## src/rtl/stif_pkg.sv

```systemverilog
// Shared types, constants and encoders of the sorted table unit
package stif_pkg;

  localparam int DEPTH     = 256;
  localparam int ITEM_BITS = 32;
  localparam int IDX_W     = $clog2(DEPTH);
  localparam int CNT_W     = $clog2(DEPTH + 1);
  localparam int GRP       = 16;
  localparam int NGRP      = DEPTH / GRP;
  localparam int GRP_W     = $clog2(GRP);
  localparam int NGRP_W    = $clog2(NGRP);

  localparam int IN_W  = 48;
  localparam int OUT_W = 56;

  typedef logic [ITEM_BITS-1:0] word_t;

  typedef enum logic [1:0] {
    ACT_ADD   = 2'd0,
    ACT_FIND  = 2'd1,
    ACT_READ  = 2'd2,
    ACT_CLEAR = 2'd3
  } act_t;

  typedef enum logic [1:0] {
    ST_OK        = 2'd0,
    ST_NOT_FOUND = 2'd1,
    ST_FULL      = 2'd2,
    ST_RANGE     = 2'd3
  } stat_t;

  typedef enum logic [2:0] {
    S_IDLE,
    S_CMP,
    S_RED1,
    S_RED2,
    S_FIN
  } state_t;

  typedef struct packed {
    logic             cmp;
    logic             wr;
    logic [IDX_W-1:0] pos;
    logic [CNT_W-1:0] cnt;
    word_t            word;
  } cell_ctl_t;

  typedef struct packed {
    logic             ge_any;
    logic [IDX_W-1:0] ge_pos;
    logic             eq_any;
    logic [IDX_W-1:0] eq_pos;
    word_t            rd_word;
  } loc_t;

  function automatic logic [GRP_W-1:0] first_in_grp(input logic [GRP-1:0] v);
    logic [GRP_W-1:0] r;
    r = '0;
    for (int k = GRP - 1; k >= 0; k--) begin
      if (v[k]) r = GRP_W'(k);
    end
    return r;
  endfunction

  function automatic logic [NGRP_W-1:0] first_grp(input logic [NGRP-1:0] v);
    logic [NGRP_W-1:0] r;
    r = '0;
    for (int k = NGRP - 1; k >= 0; k--) begin
      if (v[k]) r = NGRP_W'(k);
    end
    return r;
  endfunction

endpackage

```

## src/rtl/stif_cell.sv

```systemverilog
// One table cell: holds an entry, compares it, loads or shifts from its neighbor
module stif_cell
  import stif_pkg::*;
(
  input  logic             clk,
  input  logic [IDX_W-1:0] cell_idx,
  input  cell_ctl_t        ctl,
  input  word_t            prev_entry,
  output word_t            entry,
  output logic             ge,
  output logic             eq
);

  word_t entry_r;
  logic  ge_r;
  logic  eq_r;
  logic  in_use;
  logic  shift_en;

  assign in_use   = {1'b0, cell_idx} < ctl.cnt;
  assign shift_en = (cell_idx > ctl.pos) && ({1'b0, cell_idx} <= ctl.cnt);

  always_ff @(posedge clk) begin
    if (ctl.cmp) begin
      ge_r <= in_use && (entry_r >= ctl.word);
      eq_r <= in_use && (entry_r == ctl.word);
    end
    if (ctl.wr) begin
      if (cell_idx == ctl.pos) begin
        entry_r <= ctl.word;
      end else if (shift_en) begin
        entry_r <= prev_entry;
      end
    end
  end

  assign entry = entry_r;
  assign ge    = ge_r;
  assign eq    = eq_r;

endmodule

```

## config.mk

```make
export PLATFORM = sky130hd
export DESIGN_NAME = stif_cell
export DESIGN_NICKNAME = d
export VERILOG_FILES = /design/src/rtl/stif_pkg.sv /design/src/rtl/stif_cell.sv
export SDC_FILE = /design/constraint.sdc
export NUM_CORES = 1
export LEC_CHECK = 0
export ABC_AREA = 1
export BUFFER_PORTS_ARGS = -buffer_cell sky130_fd_sc_hd__clkbuf_2
export CORE_MARGIN = 2
export CORE_UTILIZATION = 51
export CTS_CLUSTER_DIAMETER = 150
export DETAILED_ROUTE_END_ITERATION = 8
export MAX_ROUTING_LAYER = met4
export PLACE_DENSITY = 0.86
export SLEW_MARGIN = 5
export SYNTH_ARGS = -nofsm -noshare
export SYNTH_HDL_FRONTEND = slang
export SYNTH_SLANG_ARGS = --single-unit
```

## constraint.sdc

```tcl
create_clock -name clk -period 5.3 [get_ports clk]
set_input_delay 0 -clock clk [delete_from_list [all_inputs] [get_ports clk]]
set_output_delay 0 -clock clk [all_outputs]
set_load 0.01 [all_outputs]
```

* Word-level counts from Yosys, hierarchy flattened
Cells that the tools add are included.
Operators by class: multiplexer cells 2, $add $sub $neg 0, multiply operators 0, bitwise gates (word level) 0, $lt $le $gt $ge 4, eq/ne operators 2, divide/modulo/power cells 0, shifts and indexed selects 0, reduce and logical (&&, ||, !) cells 5
Operators by type and width (count):
- $mux 32 | 2
- $eq 32x32->1 | 1
- $ge 32x32->1 | 1
- $le 8x9->1 | 1
- $lt 8x9->1 | 1
- $eq 8x8->1 | 1
- $gt 8x8->1 | 1
- $logic_and 1x1->1 | 3
- $reduce_and 2->1 | 1
- $reduce_bool 2->1 | 1
Word-level totals: latch bits 0, flip-flop bits (word level) 34, output and inout port bits 34, memories 0, word-level logic and storage cells 16, bits in writable memories 0, ROM bits 0, input port bits 92

* Depth between registers and ports, before layout
Gate-level depths: netlist of run 1.
word-level depth 4, mapped depth 13, gate-level depth less buffers 13

* Worst setup path after synthesis of run 1
OpenSTA, ideal clock, no wires.
kind input-to-reg, from in ctl[39] (netlist name), to reg entry_r[0] (netlist: entry[0]), enable pin, arrival time 3.134 ns, path slack 1.695 ns, stages on the path 8, setup time 0.471 ns, buffers on the path 0, cell sequence inv_1 > ha_1 > inv_1 > nor3_1 > nand3_1 > nand2_1 > nand2_1 > a21boi_0
Between the ends: cells in the longest elaborated chain, start to end 4
Ends and longest elaborated chain:
- start, declared | RTL line stif_cell.sv:7 | input cell_ctl_t ctl,
- $le 8x9->1 | RTL line stif_cell.sv:21 | assign shift_en = (cell_idx > ctl.pos) && ({1'b0, cell_idx} <= ctl.cnt);
- $logic_and 1x1->1 | RTL line stif_cell.sv:21
- $reduce_bool 2->1 (no source line)
- $reduce_and 2->1 (no source line)
- end signal, assigned | RTL line stif_cell.sv:30 | entry_r <= ctl.word;
- end signal, assigned | RTL line stif_cell.sv:32 | entry_r <= prev_entry;
- end, declared | RTL line stif_cell.sv:14 | word_t entry_r;
No other way between the ends. A chain may end at the register's enable or synchronous reset.

* Worst setup path after layout of run 1
from in cell_idx[7], to reg entry_r[10] (netlist: entry[10]), enable pin
Between the ends: cells in the longest elaborated chain, start to end 4, elaborated cells between the ends (all ways) 6, classes of those cells order compare (2); eq/ne (1); reduce/logical (3)
Ends and longest elaborated chain:
- start, declared | RTL line stif_cell.sv:6 | input logic [IDX_W-1:0] cell_idx,
- $le 8x9->1 or $gt 8x8->1 (tied branches) | RTL line stif_cell.sv:21
- $logic_and 1x1->1 | RTL line stif_cell.sv:21
- $reduce_bool 2->1 (no source line) (*)
- $reduce_and 2->1 (no source line) (*)
Mark *: on every way between the ends. The rest lies on a longest branch, timed or not.

==> flow_summary_export.csv, run 1 <==
group,metric,value,unit
outcome,status,"finished, final reports clean",
floorplan,die_w,76.8,um
logic_synthesis,muxShareOfSynthArea,0.00555,
pwr,total_power,743,uW
timing,finalCritPeriodShare,0.482,
detailed_routing,viasPerCell,4.80,
detailed_routing,wl_met1,2.58,mm
detailed_routing,first_pass_iters,4,
clocking,clock-root-buffer,"clkbuf_8",
layout,drive_gt1_frac,0.301,
global_route,grt_use_total,0.211,
critical_path,end_kind,"flip-flop",
logic_synthesis,syn_inst,326,
critical_path,crit_path_start_kind,"input pin",
detailed_routing,first_iter_violations,104,
critical_path,cp_data_arrival_time,2.45,ns
timing,fmax,391,MHz
logic_synthesis,yosysWarnings,0,
detailed_routing,drt-total-wl,5.96,mm
layout,stdcell_count,528,
logic_synthesis,synth-simple-area-share,0.175,
floorplan,io_pins,126,
logic_synthesis,synth_fp_nets,466,
logic_synthesis,synth_compound_area_frac,0.114,
logic_synthesis,netlist-cell-type-count,22,
logic_synthesis,syn-cell-area,0.00270,mm^2
timing,setup_viol,0,
layout,antennaDiodeCount,0,
detailed_routing,dr_wl_met3,344,um
floorplan,rows,26,
clocking,cts.sinks,34,
job,drv_cap,0,
logic_synthesis,synth.avg_cell_area,8.29,um^2
floorplan,die_y,76.8,um
clocking,cts_buffers,5,
detailed_routing,met2_length,3.00,mm
timing,fin_crit,2.56,ns
floorplan,dieArea,0.00590,mm^2
logic_synthesis,synth_top_family_by_area,"adder cells",
clocking,cts_hold_buf,5,
global_route,grt_max_degree,65,
clocking,cts_tree,"built",
timing,hold_violations,0,
placement,portBuffers,125,
logic_synthesis,yosysSeqAreaShare,0.378,
layout,nFillCells,418,
floorplan,initial_core_util,0.529,
global_route,antenna_found_initial,0,
critical_path,critPathMaxFanout,64,
logic_synthesis,synth_edf_count,34,
global_route,grt_pass1_vias,2452,
logic_synthesis,synth_seq_cells,34,
timing,slew_violations,0,
layout,final_nets,597,
timing,worst_pin_slew,1.08,ns
detailed_routing,drc,0,
detailed_routing,post_drt_wl_per_cell,11.3,um
critical_path,crit_type,"in -> reg",
placement,place_hpwl,5.02,mm
timing,fin_ws,2.74,ns
global_route,grt_overflow_total,0,
timing,finClkSkew,0.00603,ns
placement,placed_cells,515,
pwr,power_density,212,mW/mm^2
logic_synthesis,synthXorXnorAreaFrac,0,
clocking,clock_latency,0.28,ns
timing,maxSlewHeadroom,0.277,
detailed_routing,vias,2532,
global_route,grt_pass1_wl,10.0,mm
placement,dp_slack,2.44,ns
detailed_routing,ant_nets,0,
detailed_routing,highest_layer,"met4",
clocking,cts_resized,0,
pwr,p_leak,2.01,nW
clocking,post_cts_buffers,0,
timing,fin_setup_tns,0,ns
pwr,peakVddDrop,0.118,mV
logic_synthesis,synthAdderAreaFrac,0.222,
clocking,clk_pin_slew,0.07,ns
layout,syn_to_final_growth,30.0,%
logic_synthesis,synth_top_flop_cell,"edfxtp_1",
timing,rsz0062_at_grt,"no",
clocking,max-clock-path-buffers,2,
logic_synthesis,async_reset_ff_frac,0,
worst_hold_path,hold_path.class,"in -> reg",
clocking,h-tree-depth,2,
placement,gp_congestion,0.810,
timing,whs,0.00912,ns
critical_path,required,5.20,ns
floorplan,core,0.00511,mm^2
## metrics by stage
step | instance area (um^2) | utilization
after global placement | 3380 | 0.662
after global routing | 3510 | 0.688
after floorplan | 2700 | -
after detailed placement | 3380 | 0.662
final | 3510 | 0.688
after CTS | 3510 | 0.688
## cell type report
class / count / area [um^2] / share of cell area
Tap cell: 70 / 87.6 / 0.0249
Clock buffer: 5 / 68.8 / 0.0196
Sequential cell: 34 / 1020 / 0.290
Inverter: 63 / 236 / 0.0673
Timing Repair Buffer: 130 / 676 / 0.192
Clock inverter: 3 / 16.3 / 0.00463
Multi-Input combinational cell: 223 / 1410 / 0.401
## cells in the mapped netlist (2+ instances only)
library cell,count,share of area
ha_1,48,0.22
buf_2,3,0.0056
a21boi_0,2,0.0056
o21ai_1,30,0.056
nand3_1,4,0.0074
a21oi_1,18,0.033
nand2_1,89,0.12
o21ai_0,3,0.0056
edfxtp_1,34,0.38
buf_6,3,0.012
a21o_1,2,0.0056
inv_1,63,0.087
nor2_1,18,0.025
## final timing paths
check / startpoint / to / slack [ns] / cells after the start
hold reg to reg: entry[15] / ge / 1.02 / 7
hold / removal: prev_entry[10] / entry[10] / 0.009 / 3
setup reg to reg: entry[31] / ge / 3.64 / 9
setup / recovery: cell_idx[7] / entry[10] / 2.74 / 6
## routing by layer
| metal | vias to the layer above | GRT usage |
|---|---|---|
| met1 | 1119 | 0.239 |
| met4 | 0 | 0.0436 |
| met3 | 2 | 0.0376 |
| li1 | 1328 | - |
| met5 | - | - |
| met2 | 83 | 0.390 |
## cells by family (layout without fill, tap and decap cells)
logic type / count (synthesis) / after routing
flip-flops: 34 / 34
multiplexers: 1 / 1
AND/OR/NAND/NOR: 116 / 116
buffers and inverters: 69 / 201
AO/OA/AOI/OAI: 58 / 58
adder cells (fa/ha/maj): 48 / 48
## critical path: stages
cell	delay (ns)
clkbuf_2	0.10
ha_1	0.31
nand2_2	0.08
nor2_4	0.14
nand4_4	0.63
a21boi_4	1.13
## registers in the layout, summed over array words and instances, names as in the netlist
| signal | cells |
|---|---|
| eq | 1 |
| ge | 1 |
| entry | 32 |
## layout by cell type (no fill, tap or decap), drive strengths merged
cell	synthesis	final
a21boi	2	2
a21o	2	2
a21oi	18	18
a22oi	1	1
clkbuf	0	130
clkinv	0	2
clkinvlp	0	1
dlygate4sd3	0	5
edfxtp	34	34
ha	48	48
inv	63	63
mux2	1	1
nand2	90	90
nand3	4	4
nand3b	1	1
nand4	1	1
nor2	19	19
nor3	1	1
o21a	1	1
o21ai	34	34
## power breakdown
| part | total, mW | leakage [nW] | internal, mW | switching (mW) |
|---|---|---|---|---|
| clock | 0.184 | 0.0416 | 0.0899 | 0.0938 |
| sequential | 0.344 | 0.317 | 0.329 | 0.0148 |
| combinational | 0.216 | 1.65 | 0.0986 | 0.117 |
(Power assumes the default switching activity.)
==> run 2, diff against run 1 <==
CORE_UTILIZATION = 47   (was 51)
PLACE_DENSITY = 0.81   (was 0.86)
clock period = 2.65 ns   (was 5.3 ns; I/O delays follow)
==> flow_summary_export.csv, run 2 (synthesis results as in run 1) <==
group,metric,value,unit
floorplan,rows,27,
timing,setup_viol,0,
clocking,clock_latency,0.28,ns
critical_path,end_kind,"flip-flop",
placement,portBuffers,125,
critical_path,rr_startpoint,"entry[15]",
clocking,cts_resized,0,
worst_hold_path,min_to,"entry[1]",
pwr,p_leak,2.02,nW
timing,worst_pin_slew,0.471,ns
timing,fin_setup_tns,0,ns
layout,nFillCells,498,
layout,mostFrequentLayoutCell,"clkbuf_2",
critical_path,critical_path.startpoint,"entry[15]",
critical_path,worst-path-buf-inv,0,
floorplan,dieArea,0.00638,mm^2
critical_path,cpMostUsedCell,"nand2_1",
critical_path,reg2reg_slack,1.0,ns
layout,stdcell_count,532,
placement,placed_cells,520,
floorplan,initial_core_util,0.488,
critical_path,cp_cell_sequence,"ha_1 > nand2_1 > nor2_1 > nand2_1 > nor2_1 > nand2_1 > nand2_1 > nor2_1 > a21oi_1",
worst_hold_path,min_from,"prev_entry[1]",
global_route,grt_overflow_total,0,
clocking,cts.sinks,34,
critical_path,slowest_delay,0.40,ns
clocking,clk_pin_slew,0.07,ns
critical_path,crit_path_start_kind,"flip-flop",
critical_path,crit_type,"reg -> reg",
critical_path,required,2.78,ns
detailed_routing,post_drt_wl_per_cell,11.8,um
floorplan,core,0.00554,mm^2
clocking,post_cts_buffers,0,
detailed_routing,first_pass_iters,4,
critical_path,timing.rr.end,"ge",
critical_path,slowest_stage,"edfxtp_1",
timing,fin_crit,1.65,ns
timing,fmax,606,MHz
layout,syn_to_final_growth,30.4,%
layout,final_nets,599,
layout,drive_gt1_frac,0.304,
detailed_routing,ant_nets,0,
timing,whs,0.00404,ns
placement,placed_cell_area,0.00340,mm^2
timing,fin_ws,1.00,ns
clocking,clock-root-buffer,"clkbuf_8",
detailed_routing,viasPerCell,4.80,
global_route,grt_pass1_vias,2492,
timing,finClkSkew,0.00619,ns
layout,stdcell_area,0.00353,mm^2
pwr,peakVddDrop,0.198,mV
floorplan,die_y,79.8,um
clocking,cts_buffers,5,
detailed_routing,vias,2556,
critical_path,cp_top_family,"simple AND/OR/NAND/NOR gates",
detailed_routing,first_iter_violations,112,
layout,multi_input_area,0.00141,mm^2
detailed_routing,drt-total-wl,6.26,mm
layout,register_area,0.00102,mm^2
critical_path,r2r_cells,9,
layout,largest_reg_flops,32,
critical_path,crit_cells,9,
global_route,grt_max_degree,35,
clocking,cts_tree,"built",
global_route,grt_pass1_wl,10.1,mm
floorplan,die_w,79.8,um
outcome,status,"finished, final reports clean",
global_route,grt_use_total,0.205,
layout,final_cell_mix,"clkbuf_2, nand2_1, inv_1",
timing,finalCritPeriodShare,0.623,
critical_path,critPathMaxFanout,2,
clocking,cts_hold_buf,4,
worst_hold_path,whs_path_depth,3,
clocking,max-clock-path-buffers,2,
timing,rsz0062_at_grt,"no",
timing,slew_violations,0,
timing,hold_violations,0,
timing,maxSlewHeadroom,0.686,
floorplan,io_pins,126,
worst_hold_path,hold_path.class,"in -> reg",
layout,antennaDiodeCount,0,
critical_path,cp_data_arrival_time,1.78,ns
detailed_routing,drc,0,
job,drv_cap,0,
placement,gp_congestion,0.738,
global_route,antenna_found_initial,0,
placement,place_hpwl,5.29,mm
clocking,h-tree-depth,2,
pwr,power_density,423,mW/mm^2
placement,dp_slack,0.705,ns
-- run 2: routing by layer --
metal / global-route usage / routed length [um]
met5: - / 0
met2: 0.371 / 3070
met3: 0.0283 / 409
met1: 0.233 / 2710
met4: 0.0661 / 75
-- run 2: stage by stage --
stage | utilization | total power [mW]
floorplan | - | 0.946
global placement | 0.614 | 1.11
detailed placement | 0.614 | 1.13
CTS | 0.636 | 1.50
global route | 0.636 | 1.59
finish | 0.636 | 1.49
-- run 2: worst max path at each step --
stage,end
floorplan,entry[0]
global placement,entry[25]
detailed placement,entry[25]
CTS,ge
global route,entry[27]
finish,ge
-- run 2: layout make-up --
class / instances / area share
Inverter: 63 / 0.0671
Tap cell: 72 / 0.0256
Multi-Input combinational cell: 223 / 0.400
Clock buffer: 6 / 0.0206
Clock inverter: 2 / 0.00248
Timing Repair Buffer: 132 / 0.195
Sequential cell: 34 / 0.290
-- run 2: tightest hold or removal path: stages --
cell and delay (ns):
clkbuf_2 0.08, nand2_1 0.04, o21ai_1 0.06
-- run 2: power breakdown --
part | internal (mW) | total, mW | leakage [nW] | switching [mW]
clock | 0.181 | 0.363 | 0.0426 | 0.183
combinational | 0.200 | 0.437 | 1.66 | 0.238
sequential | 0.658 | 0.689 | 0.317 | 0.0315
total | 1.04 | 1.49 | 2.02 | 0.452
